$ cat src/dpcm_pkg.sv
// Shared types and constants for the DPCM image encoder.
// No dependencies; compile first.
`default_nettype none

package dpcm_pkg;

  localparam int PIX_W = 8;
  localparam int CFG_W = 11;

  localparam logic [PIX_W-1:0] MID_GREY = 8'd128;

  // configuration register indexes
  localparam logic [1:0] REG_MODE  = 2'd0;
  localparam logic [1:0] REG_STEP  = 2'd1;
  localparam logic [1:0] REG_WIDTH = 2'd2;

  // predictor codes, shared by the mode register and the predictor_used field
  localparam logic [1:0] PRED_LEFT    = 2'd0;
  localparam logic [1:0] PRED_MEAN    = 2'd1;
  localparam logic [1:0] PRED_ADAPT   = 2'd2;
  localparam logic [1:0] PRED_COMPETE = 2'd3;

  typedef enum logic [1:0] {
    ST_IDLE,
    ST_PRED,
    ST_DIV,
    ST_DONE
  } enc_state_t;

  typedef struct packed {
    logic [PIX_W-1:0] pred;
    logic [PIX_W-1:0] biased;
    logic [1:0]       sel;
  } pred_res_t;

endpackage

`default_nettype wire

$ cat src/dpcm_rem_serial.sv
// Bit-serial restoring remainder unit: one dividend bit per cycle.
// Depends on dpcm_pkg.
`default_nettype none

module dpcm_rem_serial (
  input  wire logic                       clk,
  input  wire logic                       rst,
  input  wire logic                       start,
  input  wire logic [dpcm_pkg::PIX_W-1:0] dividend,
  input  wire logic [dpcm_pkg::PIX_W-1:0] divisor,
  output logic                            done,
  output logic      [dpcm_pkg::PIX_W-1:0] rem
);

  localparam int CNT_W = $clog2(dpcm_pkg::PIX_W);

  logic                       busy;
  logic [CNT_W-1:0]           cnt;
  logic [dpcm_pkg::PIX_W-1:0] dvd;
  logic [dpcm_pkg::PIX_W-1:0] dsr;
  logic [dpcm_pkg::PIX_W:0]   trial;
  logic [dpcm_pkg::PIX_W-1:0] rem_next;

  always_comb begin
    trial = {rem, dvd[dpcm_pkg::PIX_W-1]};
    if (trial >= {1'b0, dsr}) begin
      rem_next = dpcm_pkg::PIX_W'(trial - {1'b0, dsr});
    end else begin
      rem_next = trial[dpcm_pkg::PIX_W-1:0];
    end
  end

  assign done = busy && (cnt == CNT_W'(dpcm_pkg::PIX_W - 1));

  always_ff @(posedge clk) begin
    if (rst) begin
      busy <= 1'b0;
      cnt  <= '0;
    end else if (start) begin
      busy <= 1'b1;
      cnt  <= '0;
    end else if (busy) begin
      cnt <= cnt + 1'b1;
      if (done) begin
        busy <= 1'b0;
      end
    end
  end

  always_ff @(posedge clk) begin
    if (start) begin
      dvd <= dividend;
      dsr <= divisor;
      rem <= '0;
    end else if (busy) begin
      dvd <= {dvd[dpcm_pkg::PIX_W-2:0], 1'b0};
      rem <= rem_next;
    end
  end

endmodule

`default_nettype wire

$ cat config.mk
export PLATFORM = sky130hd
export DESIGN_NAME = dpcm_rem_serial
export DESIGN_NICKNAME = d
export VERILOG_FILES = /design/src/dpcm_pkg.sv /design/src/dpcm_rem_serial.sv
export SDC_FILE = /design/constraint.sdc
export NUM_CORES = 1
export LEC_CHECK = 0
export BUFFER_PORTS_ARGS = -buffer_cell sky130_fd_sc_hd__buf_2
export CAP_MARGIN = 20
export CORE_ASPECT_RATIO = 0.9
export CORE_MARGIN = 3
export CORE_UTILIZATION = 25
export DETAILED_ROUTE_END_ITERATION = 12
export PLACE_DENSITY_LB_ADDON = 0.15
export SYNTH_ARGS = -nofsm -noshare
export SYNTH_HDL_FRONTEND = slang
export SYNTH_SLANG_ARGS = --single-unit
$ cat constraint.sdc
create_clock -name clk -period 1.9 [get_ports clk]
set_clock_uncertainty 0.2 [all_clocks]
set_input_delay 0.095 -clock clk [delete_from_list [all_inputs] [get_ports clk]]
set_output_delay 0.095 -clock clk [all_outputs]
set_load 0.02 [all_outputs]
* Word level (Yosys, flattened, before mapping) *
Cells that the tools add are included.

cells by class
  $add $sub $neg = 2
  order comparisons = 1
  equality and inequality tests = 1
  multiplexer cells = 6
  reductions and logical operators = 3

operators by type and width
  cell                   number
  $mux W8                3
  $ge A9 B8 Y1           1
  $sub A8 B8 Y8          1
  $add A3 B1 Y3 const B  1
  $eq A3 B3 Y1 const B   1
  $mux W1                3
  $reduce_bool A2 Y1     1
  $reduce_or A2 Y1       1
  $logic_and A1 B1 Y1    1

storage, ports and cells
  register bits = 28
  input bits = 19
  output and inout bits = 9
  word-level logic and storage cells = 18

* Longest topological paths before layout *
Gate-level depths: netlist of run 1.

  depth after elaboration = 5
  depth in mapped cells = 8

* Worst setup path after synthesis of run 1 *
OpenSTA, ideal clock, no wires.

  kind = register to register
  start = reg rem[0] (netlist bit)
  end = reg rem[6] (netlist bit)
  setup time = 0.117 ns
  arrival time = 1.677 ns
  setup slack = -0.094 ns
  cell stages (with the launch flop) = 8
  clock period less this slack = 1.994 ns
  cells stage by stage = dfxtp_1 inv_1 fa_1 nand2b_1 a21oi_1 mux2i_1 a211o_1 nand2_1

between the ends
  word-level cells in the longest chain between the ends = 2
  elaborated cells on any way between the ends = 3

ends and longest elaborated chain
  item                                           RTL line                                      RTL
  start, declared                                dpcm_rem_serial.sv:12                         output logic [dpcm_pkg::PIX_W-1:0] rem
  start signal, assigned                         dpcm_rem_serial.sv:57                         rem <= rem_next;
  $sub A8 B8 Y8 or $ge A9 B8 Y1 (tied branches)  dpcm_rem_serial.sv:27, dpcm_rem_serial.sv:26
  $mux W8 (*)                                    dpcm_rem_serial.sv:26                         if (trial >= {1'b0, dsr}) begin

Mark *: on every way between the ends. The rest lies on a longest branch, timed or not.
A chain may end at the register's enable or synchronous reset.

* Final worst setup path of run 1 *
  start = reg dsr[0] (netlist bit)
  end = reg rem[6] (netlist bit)

between the ends
  word-level cells in the longest chain between the ends = 2
  elaborated cells on any way between the ends = 3

ends and longest elaborated chain
  item                                           RTL line                                      RTL
  start, declared                                dpcm_rem_serial.sv:20                         logic [dpcm_pkg::PIX_W-1:0] dsr;
  start signal, assigned                         dpcm_rem_serial.sv:53                         dsr <= divisor;
  $sub A8 B8 Y8 or $ge A9 B8 Y1 (tied branches)  dpcm_rem_serial.sv:27, dpcm_rem_serial.sv:26
  $mux W8 (*)                                    dpcm_rem_serial.sv:26

Marks and branches as above.

==> impl_results.md, run 1 <==
* Drt first pass iters at 5
* Crit-path leading delay family: adder cells
* Post-Synthesis Cells at 140
* Failing checks: setup timing
* Layout cells sized above 1 at 0.448
* Maxcap violations at 0
* Setup ws final at -0.0680 ns
* Slowest-stage cell, CP: edfxtp_1
* Final non-filler cell total at 282
* Unrepaired setup endpoints after global routing: true
* Compound-cell area share of the yosys netlist at 0.141
* Peak Freq at 508 MHz
* Routed WL at 3720 um
* Starting density of the core at 0.266
* Nets at approximately 240
* Crit path buffers/inverters at 0
* P_leak at 0.997 nW
* Post-DP HPWL at 2800 um
* Root Driver: clkbuf_8
* Mux cell area share after synthesis at 0.0892
* Synth Flop Type: edfxtp_1
* Inserted Clock Buffers at 3
* WP data required at 1.88 ns
* Routed via count at 1288
* Worst-case clock buffer depth at 2
* Simple-Gate Fraction of Synth Area at 0.133
* Worst slew margin at 0.711
* Global-route wire length before repair at just over 6000 um
* Layout area overhead at 50.5%
* Die extent in x at 89.2 um
* CP Max Fanout at 4
* Synth warnings at 0
* Vias per inst at 4.57
* Slew @ Worst Pin at 0.433 ns
* Final period util at 1.04
* Crit path kind: flip-flop to flip-flop
* Placed cell area at about 1900 sq um
* Seq/Total Area, Yosys at 0.463
* Yosys cell types at 40
* VDD IR max at 0.000314 V
* Final hold vios at 0
* Iter 0 DRT Violations at 36
* Crit path launch type: flip-flop
* Overflow after GRT at 0
* Largest family of logic cells by synthesized area: compound AO/OA/AOI/OAI gates
* Setup crit end kind: flip-flop
* CTS Sinks at 28
* Critical-path cell list: ha_4 -> fa_2 -> nand2b_4 -> a21oi_2 -> mux2i_1 -> a211o_1 -> nand2_1
* Synth Area in XOR/XNOR at 0.0281
* Crit path DAT at slightly below 2 ns
* Largest net degree at the start of global routing at 17
* WL per Instance at 13.2 um
* Die H at 80.9 um
* Post-synth EDFFs at 16
* Vias in the first global route at 1317
* # diodes at 0
* Final ANT Viol Nets at 0
* Global-route usage over all layers at 0.110
* H-tree depth at 1
* Clock edge transition at the registers on the reported setup and hold paths at about 0.1 ns
* PD cells at 683 nW/um^2
* Status: finished with violations
* Clk_lat worst skew at 0.28 ns
* Placed insts at roughly 260
* Post-synthesis cell area at 1560 sq um
* Cell area after layout at 2340 sq um
* Initial antenna violation count at 0
* Crit-path max cell delay at ~0.44 ns
* Core area at 5860 sq um
* CTS tree: yes
* Yosys reg bits at 28
* Period minus WS final at 1.97 ns
* Hold crit path type: primary input to flip-flop
* Setup violations, final at 5
* Die area at between 7000 and 8000 sq um
* Net Count, Synth at 170
* Max-slew violations at 0
* # DRC at 0
* Ports at 28
* Routability-driven placement congestion ratio at 0.845
* Share of synthesized registers carrying an async set or reset at 0
* Post-Synth Adder-Cell Area at 0.0932
* Port bufs at 27
* Syn_area_per_cell at approximately 11 sq um
* Num rows at 26
synth_stat cells, types with 2 or more instances:
master / number / area [sq um]
a21oi_2: 3 / 26.3
nand2_1: 10 / 37.5
nand2b_1: 2 / 12.5
xor2_1: 2 / 17.5
xnor2_1: 3 / 26.3
o21ai_0: 6 / 30.0
nor2_1: 6 / 22.5
nor2b_1: 2 / 12.5
a21oi_1: 4 / 20.0
o311ai_0: 2 / 17.5
dfxtp_1: 12 / 240
nor3_1: 5 / 25.0
buf_6: 3 / 33.8
mux2i_1: 6 / 60.1
edfxtp_1: 16 / 480
and2_1: 2 / 12.5
and2b_2: 2 / 17.5
nand3_1: 4 / 20.0
ha_1: 10 / 125
inv_1: 13 / 48.8
mux2_2: 7 / 78.8
a32oi_1: 2 / 17.5
area by class of cell:
type                            instances  area (sq um)
Fill cell                             579          3510
Multi-Input combinational cell         96           900
Sequential cell                        28           724
Timing Repair Buffer                   71           510
Tap cell                               70          87.6
Inverter                               13          48.8
Clock buffer                            3          41.3
Clock inverter                          1          30.0
stage by stage:
| step | utilization | setup WS (ns) | power (mW) | TNS [ns] | hold slack [ns] |
|---|---|---|---|---|---|
| 3_5_place_dp | 0.329 | -0.148 | 1.03 | -0.387 | 0.0731 |
| 4_1_cts | 0.392 | -0.0190 | 1.59 | -0.0405 | 0.299 |
| 5_1_grt | 0.400 | -0.174 | 1.68 | -0.750 | 0.311 |
| 2_1_floorplan | - | 0.0135 | 0.912 | 0 | -0.0326 |
| 3_3_place_gp | 0.329 | -0.134 | 1.02 | -0.248 | 0.0713 |
| 6_report | 0.400 | -0.0680 | 1.60 | -0.198 | 0.312 |
what timing repair did:
action                     CTS  global route
setup buffers                3             0
setup endpoints to repair    8             8
pin swaps                    6             3
hold buffers                18             0
hold endpoints to repair    21             0
resized for setup           15            10
final timing paths:
| check | from | to | slack, ns | cells after the start |
|---|---|---|---|---|
| worst max register to register | dsr[0]$_DFFE_PP_ | rem[6]$_SDFFE_PP0P_ | -0.07 | 7 |
| worst max-delay path | dsr[0]$_DFFE_PP_ | rem[6]$_SDFFE_PP0P_ | -0.07 | 7 |
| worst min-delay path | divisor[5] | dsr[5]$_DFFE_PP_ | 0.31 | 2 |
| worst min register to register | cnt[2]$_SDFFE_PP0P_ | cnt[2]$_SDFFE_PP0P_ | 0.34 | 2 |
cell usage in the layout (no fill, tap or decap), types with 2 or more instances in the layout:
master,Yosys,routed
a21oi_4,0,3
dfxtp_1,12,9
buf_2,0,27
ha_4,0,4
dfxtp_2,0,3
mux2_2,7,7
inv_1,13,13
nand3_1,4,4
ha_1,10,6
clkbuf_8,0,3
and2_1,2,2
edfxtp_1,16,16
o21ai_0,6,3
o21ai_1,0,3
xor2_1,2,2
nor2b_1,2,2
nor2_1,6,6
nand2_1,10,10
xnor2_1,3,2
and2b_2,2,2
nor3_1,5,5
buf_4,0,26
a21oi_2,3,3
o311ai_2,0,2
mux2i_1,6,5
dlygate4sd3_1,0,18
state kept, by name, indices dropped and copies added, names as in the netlist:
signal  count
rem         8
busy        1
dsr         8
dvd         8
cnt         3
cell families (layout without fill, tap and decap cells):
group,after synthesis,in the layout
flops,28,28
mux,13,13
simple gates,39,39
fa+ha+maj,11,11
compound gates,28,28
xor+xnor,5,5
buf+inv,16,88
where the power goes:
group | switching, mW | total (mW) | leakage [nW] | internal (mW)
Combinational | 0.195 | 0.410 | 0.703 | 0.216
Clock | 0.197 | 0.480 | 0.0357 | 0.282
Sequential | 0.0214 | 0.709 | 0.258 | 0.688
Total | 0.413 | 1.60 | 0.997 | 1.19
layer usage:
layer / share of wire / vias up / GRT usage
li1: - / 649 / -
met1: 0.49 / 604 / 0.151
met2: 0.46 / 28 / 0.175
met3: 0.035 / 7 / 0.0152
met4: 0.019 / 0 / 0.0402
met5: 0 / - / 0
No activity file was read; power rests on OpenSTA's default activity.
==> run 2: changes to the inputs <==
- CORE_UTILIZATION: 25 -> 45
- SKIP_CTS_REPAIR_TIMING: default -> 1
==> run 2 against run 1 <==
Against the previous run: the run still ends with setup timing left; global-route usage up 7.0 points; die area decreased by 42%; power decreased by 7.3%; non-clock buffer count down 6; final cell count is 12% lower; combinational power shrank 1%; largest power group unchanged.
==> impl_results.md, run 2 (synthesis results as in run 1) <==
* Status: finished with violations
* Failing checks: setup timing
* Global-route usage over all layers at 0.180 (+0.0696)
* Post-DP HPWL at 2690 um (-3.9%)
* CTS Sinks at 28 (unchanged)
* Overflow after GRT at 0 (unchanged)
* Critical-path cell list: ha_4 -> fa_2 -> nand2b_4 -> a21oi_2 -> mux2i_1 -> a211o_1 -> nand2_1
* Slew @ Worst Pin at 0.431 ns (-0.00217 ns)
* Maxcap violations at 0 (unchanged)
* Crit path kind: flip-flop to flip-flop
* Die H at 61.8 um (-24%)
* CP Max Fanout at 4 (unchanged)
* Largest net degree at the start of global routing at 17 (unchanged)
* Global-route wire length before repair at 5530 um (-9.7%)
* H-tree depth at 1 (unchanged)
* Port bufs at 27 (unchanged)
* Slowest-stage cell, CP: edfxtp_1
* Iter 0 DRT Violations at 122 (+240%)
* Crit-path leading delay family: adder cells
* Period minus WS final at 1.99 ns (+0.0210 ns)
* Most common cell after layout, fill and taps aside: buf_2
* Overall Power at 1.48 mW (-7.3%)
* Worst-case clock buffer depth at 2 (unchanged)
* Drt first pass iters at 4 (-1)
* Clk_lat worst skew at 0.27 ns (about the same)
* Layout area overhead at 44.1%
* Setup ws final at -0.0890 ns (-0.0210 ns)
* Biggest regs: dsr (8), dvd (8), rem (8)
* Max-slew violations at 0 (unchanged)
* Core area at 3190 sq um (-46%)
* Vias in the first global route at 1222 (-7.2%)
* Routed WL at 4090 um (+9.8%)
* Final period util at 1.05 (+0.0110)
* Crit path buffers/inverters at 0 (unchanged)
* Filler cells at 235 (-59%)
* Peak Freq at 503 MHz (-1.1%)
* Root Driver: clkbuf_8
* Clock edge transition at the registers on the reported setup and hold paths at 0.09 ns (about the same)
* # DRC at 0 (unchanged)
* Setup crit end kind: flip-flop
* Commonest cells after routing, fill and taps aside: 27 x buf_2, 21 x buf_4, 17 x dlygate4sd3_1, 16 x edfxtp_1, 12 x inv_1
* Final hold vios at 0 (unchanged)
* Setup violations, final at 7 (+2)
* WL per Instance at 16.5 um (+25%)
* Starting density of the core at 0.489 (+0.223)
* CTS tree: yes
* Ports at 28 (unchanged)
* P_leak at 0.955 nW (-4.2%)
* Final ANT Viol Nets at 0 (unchanged)
* Crit-path max cell delay at 0.43 ns (about the same)
* Nets at 237 (-2.5%)
* Routability-driven placement congestion ratio at 0.859 (+1.6%)
* Hold crit path type: primary input to flip-flop
* PD cells at 661 nW/um^2 (-3.2%)
* Crit path launch type: flip-flop
* Unrepaired setup endpoints after global routing: true
* Inserted Clock Buffers at 3 (unchanged)
* Worst slew margin at 0.712 (+0.00145)
* Crit path DAT at 1.96 ns (about the same)
* Die area at 4200 sq um (-42%)
* WP data required at 1.87 ns (about the same)
* Num rows at 19 (-27%)
* Final non-filler cell total at 248 (-12%)
* Routed via count at 1338 (+3.9%)
* Placed insts at 225 (-12%)
* VDD IR max at 0.000474 V (+51%)
* Die extent in x at 68.0 um (-24%)
* Layout cells sized above 1 at 0.442 (-0.00637)
* Vias per inst at 5.40 (+18%)
* Flip-flop and latch area at 724 sq um (unchanged)
* # diodes at 0 (unchanged)
* Initial antenna violation count at 0 (unchanged)
* Multi-input gate area at 900 sq um (unchanged)
==> run 2: per-layer routing <==
| layer | up-vias | track usage | wire (um) | share of wire |
|---|---|---|---|---|
| li1 | 645 | - | - | - |
| met1 | 620 | 0.233 | 1610 | 0.39 |
| met2 | 58 | 0.305 | 2120 | 0.52 |
| met3 | 15 | 0.0288 | 246 | 0.060 |
| met4 | 0 | 0.0652 | 114 | 0.028 |
| met5 | - | 0 | 0 | 0 |
==> run 2: per-stage QoR <==
stage          worst slack, ns  setup TNS [ns]   util  area, sq um  hold slack, ns
6_report               -0.0890          -0.372  0.704         2240        0.000666
5_1_grt                 -0.167          -0.991  0.704         2240          0.0192
4_1_cts                 -0.150          -0.771  0.602         1920          -0.215
3_5_place_dp            -0.117          -0.505  0.585         1860          0.0735
3_3_place_gp           -0.0297         -0.0488  0.585         1860          0.0723
2_1_floorplan           0.0135               0      -         1570         -0.0326
==> run 2: final timing paths <==
check	from	to	slack [ns]	depth (start not counted)
setup / recovery	dsr[0]$_DFFE_PP_	rem[6]$_SDFFE_PP0P_	-0.09	7
hold / removal	start	rem[2]$_SDFFE_PP0P_	0.0007	2
setup reg to reg	dsr[0]$_DFFE_PP_	rem[6]$_SDFFE_PP0P_	-0.09	7
hold reg to reg	cnt[2]$_SDFFE_PP0P_	cnt[2]$_SDFFE_PP0P_	0.34	2
==> run 2: cell type report <==
| class | instances | share of cell area |
|---|---|---|
| multi-input cells | 96 | 0.401 |
| repair buffers | 65 | 0.206 |
| inverters | 13 | 0.0218 |
| flip-flops and latches | 28 | 0.323 |
| clock buffers | 4 | 0.0245 |
| well taps | 42 | 0.0234 |
==> run 2: report_power, final <==
part / internal [mW] / switching [mW] / leakage, nW / total (mW)
Combinational: 0.202 / 0.204 / 0.668 / 0.406
Sequential: 0.688 / 0.0219 / 0.258 / 0.710
Clock: 0.185 / 0.181 / 0.0288 / 0.367
==> run 3: changes to the inputs <==
- GPL_ROUTABILITY_DRIVEN: default -> 0
- SKIP_LAST_GASP: default -> 1
- clock period: 1.9 -> 2.5 ns (I/O delays scaled with it)
==> run 3 against run 2 <==
Against the previous run: first-iteration DRC count shrank 57%; non-clock buffer count fell by 20; utilization fell by 8.9 points; maximum frequency decreased by 5.6%; largest cell class unchanged; clock power shrank 3%; the flow now finishes without violations.
==> impl_results.md, run 3 (synthesis results as in run 1) <==
* PD cells at 567 nW/um^2 (-14%)
* Crit path buffers/inverters at 1 (+1)
* Placed insts at 207 (-8.0%)
* Worst reg2reg path startpoint: dvd[7]$_DFFE_PP_
* P_leak at 0.842 nW (-12%)
* VDD IR max at 0.000401 V (-15%)
* Worst r2r dst: rem[6]$_SDFFE_PP0P_
* Global-route usage over all layers at 0.156 (-0.0232)
* Crit path DAT at 2.09 ns (+0.13 ns)
* Crit-path max cell delay at 0.40 ns (-0.03 ns)
* Setup violations, final at 0 (-7)
* Inserted Clock Buffers at 3 (unchanged)
* Final non-filler cell total at 228 (-8.1%)
* Peak Freq at 475 MHz (-5.6%)
* HP Start: start
* Final ANT Viol Nets at 0 (unchanged)
* Reg2Reg Setup Slack at 0.39 ns (+0.48 ns)
* H-tree depth at 1 (unchanged)
* Largest net degree at the start of global routing at 17 (unchanged)
* Clock share of power at 0.321 (+0.074)
* WL per Instance at 13.7 um (-17%)
* Num rows at 19 (unchanged)
* Period minus WS final at 2.11 ns (+0.118 ns)
* WP data required at 2.48 ns (+0.61 ns)
* Initial antenna violation count at 0 (unchanged)
* Pint at 839 uW (-22%)
* # diodes at 0 (unchanged)
* Unrepaired setup endpoints after global routing: false
* Vias in the first global route at 1084 (-11%)
* Port bufs at 27 (unchanged)
* Hold crit path type: primary input to flip-flop
* CTS Sinks at 28 (unchanged)
* Sequential Power Share at 0.486 (+0.007)
* CTS tree: yes
* Starting density of the core at 0.489 (unchanged)
* Comb pwr share at 0.192 (-0.082)
* Hold path depth at 1 (-1)
* Setup crit end kind: flip-flop
* Maxcap violations at 0 (unchanged)
* Commonest cells after routing, fill and taps aside: 27 x buf_2, 17 x dlygate4sd3_1, 16 x edfxtp_1, 13 x inv_1, 12 x dfxtp_1
* Iter 0 DRT Violations at 53 (-57%)
* Die H at 61.8 um (unchanged)
* Slowest-stage cell, CP: fa_1
* Biggest regs: dsr (8), dvd (8), rem (8)
* Worst hold slack at 0.00746 ns (+0.00680 ns)
* Die area at 4200 sq um (unchanged)
* Sw frac at 0.245 (-0.0292)
* Crit path kind: flip-flop to flip-flop
* Worst Reg-to-Reg Cells at 8 (+1)
* Status: completed
* Worst slew margin at 0.601 (-0.111)
* Critical-path cell list: inv_1 -> ha_1 -> fa_1 -> nand2b_1 -> a21oi_1 -> mux2i_1 -> a211o_1 -> nand2_1
* Clock edge transition at the registers on the reported setup and hold paths at 0.10 ns (about the same)
* Overflow after GRT at 0 (unchanged)
* Hold endpoint: dsr[5]$_DFFE_PP_
* Crit-path leading delay family: adder cells
* Nets at 217 (-8.4%)
* Final hold vios at 0 (unchanged)
* Post-route setup TNS at 0 ns (+0.372 ns)
* Worst-case clock buffer depth at 2 (unchanged)
* Post-DP HPWL at 2270 um (-16%)
* Slew @ Worst Pin at 0.597 ns (+0.166 ns)
* Die extent in x at 68.0 um (unchanged)
* # DRC at 0 (unchanged)
* Clk_lat worst skew at 0.28 ns (about the same)
* Drt first pass iters at 4 (unchanged)
* CP Max Fanout at 4 (unchanged)
* Root Driver: clkbuf_8
* Layout area overhead at 25.9%
* Most common cell after layout, fill and taps aside: buf_2
* Global-route wire length before repair at 4820 um (-13%)
* Routed WL at 3130 um (-23%)
* Crit path launch type: flip-flop
* Core area at 3190 sq um (unchanged)
* Psw at 273 uW (-33%)
* Vias per inst at 5.25 (-2.8%)
* Util after Layout at 0.615 (-0.0892)
* Final period util at 0.843 (-0.204)
* Ports at 28 (unchanged)
* Layout cells sized above 1 at 0.274 (-0.168)
* Max-slew violations at 0 (unchanged)
* Routed via count at 1196 (-11%)
-- run 3: cell types whose count changed in the layout (fill, tap and decap cells not counted), moves of 2 or more --
| cell | previous run | this run |
|---|---|---|
| a21oi_1 | 1 | 4 |
| dfxtp_2 | 3 | 0 |
| a21oi_4 | 2 | 0 |
| ha_1 | 5 | 10 |
| o21ai_0 | 4 | 6 |
| ha_4 | 5 | 0 |
| o21ai_1 | 2 | 0 |
| mux2i_1 | 4 | 6 |
| mux2i_2 | 2 | 0 |
| buf_4 | 21 | 1 |
| dfxtp_1 | 9 | 12 |
-- run 3: worst max path at each step --
| stage | from | to | slack, ns | cells after the start |
|---|---|---|---|---|
| after global routing | dvd[7]$_DFFE_PP_ | rem[6]$_SDFFE_PP0P_ | 0.25 | 8 |
| after detailed placement | dvd[7]$_DFFE_PP_ | rem[6]$_SDFFE_PP0P_ | 0.43 | 8 |
| final | dvd[7]$_DFFE_PP_ | rem[6]$_SDFFE_PP0P_ | 0.39 | 8 |
| after CTS | dvd[7]$_DFFE_PP_ | rem[6]$_SDFFE_PP0P_ | 0.40 | 8 |
| after global placement | dvd[7]$_DFFE_PP_ | rem[6]$_SDFFE_PP0P_ | 0.49 | 8 |
| after floorplan | rem[0]$_SDFFE_PP0P_ | rem[6]$_SDFFE_PP0P_ | 0.51 | 7 |
-- run 3: through the flow --
stage | power [mW] | cell area, sq um | setup WS (ns)
5_1_grt | 1.17 | 1960 | 0.254
4_1_cts | 1.10 | 1790 | 0.405
3_5_place_dp | 0.742 | 1720 | 0.432
3_3_place_gp | 0.735 | 1720 | 0.487
2_1_floorplan | 0.691 | 1560 | 0.506
6_report | 1.11 | 1960 | 0.393
-- run 3: cell type report --
class / instances / area (sq um)
fill: 258 / 1230
multi-input combinational: 96 / 753
sequential: 28 / 721
timing repair buffer: 45 / 313
tap: 42 / 52.6
inverter: 13 / 48.8
clock buffer: 3 / 41.3
clock inverter: 1 / 30.0
-- run 3: power groups by stage --
| stage | Sequential [mW] | Clock (mW) | Combinational [mW] |
|---|---|---|---|
| finish | 0.541 | 0.357 | 0.214 |
| floorplan | 0.550 | 0 | 0.141 |
| global placement | 0.549 | 0 | 0.186 |
| detailed placement | 0.551 | 0 | 0.191 |
| CTS | 0.541 | 0.362 | 0.193 |
| global route | 0.545 | 0.385 | 0.235 |
-- run 3: routing by layer --
metal / share of wire / track usage / wire length [um] / up-vias
met2: 0.48 / 0.258 / 1490 / 30
li1: - / - / - / 597
met4: 0.014 / 0.0623 / 44 / 0
met3: 0.032 / 0.0270 / 100 / 5
met5: 0 / 0 / 0 / -
met1: 0.48 / 0.205 / 1490 / 564
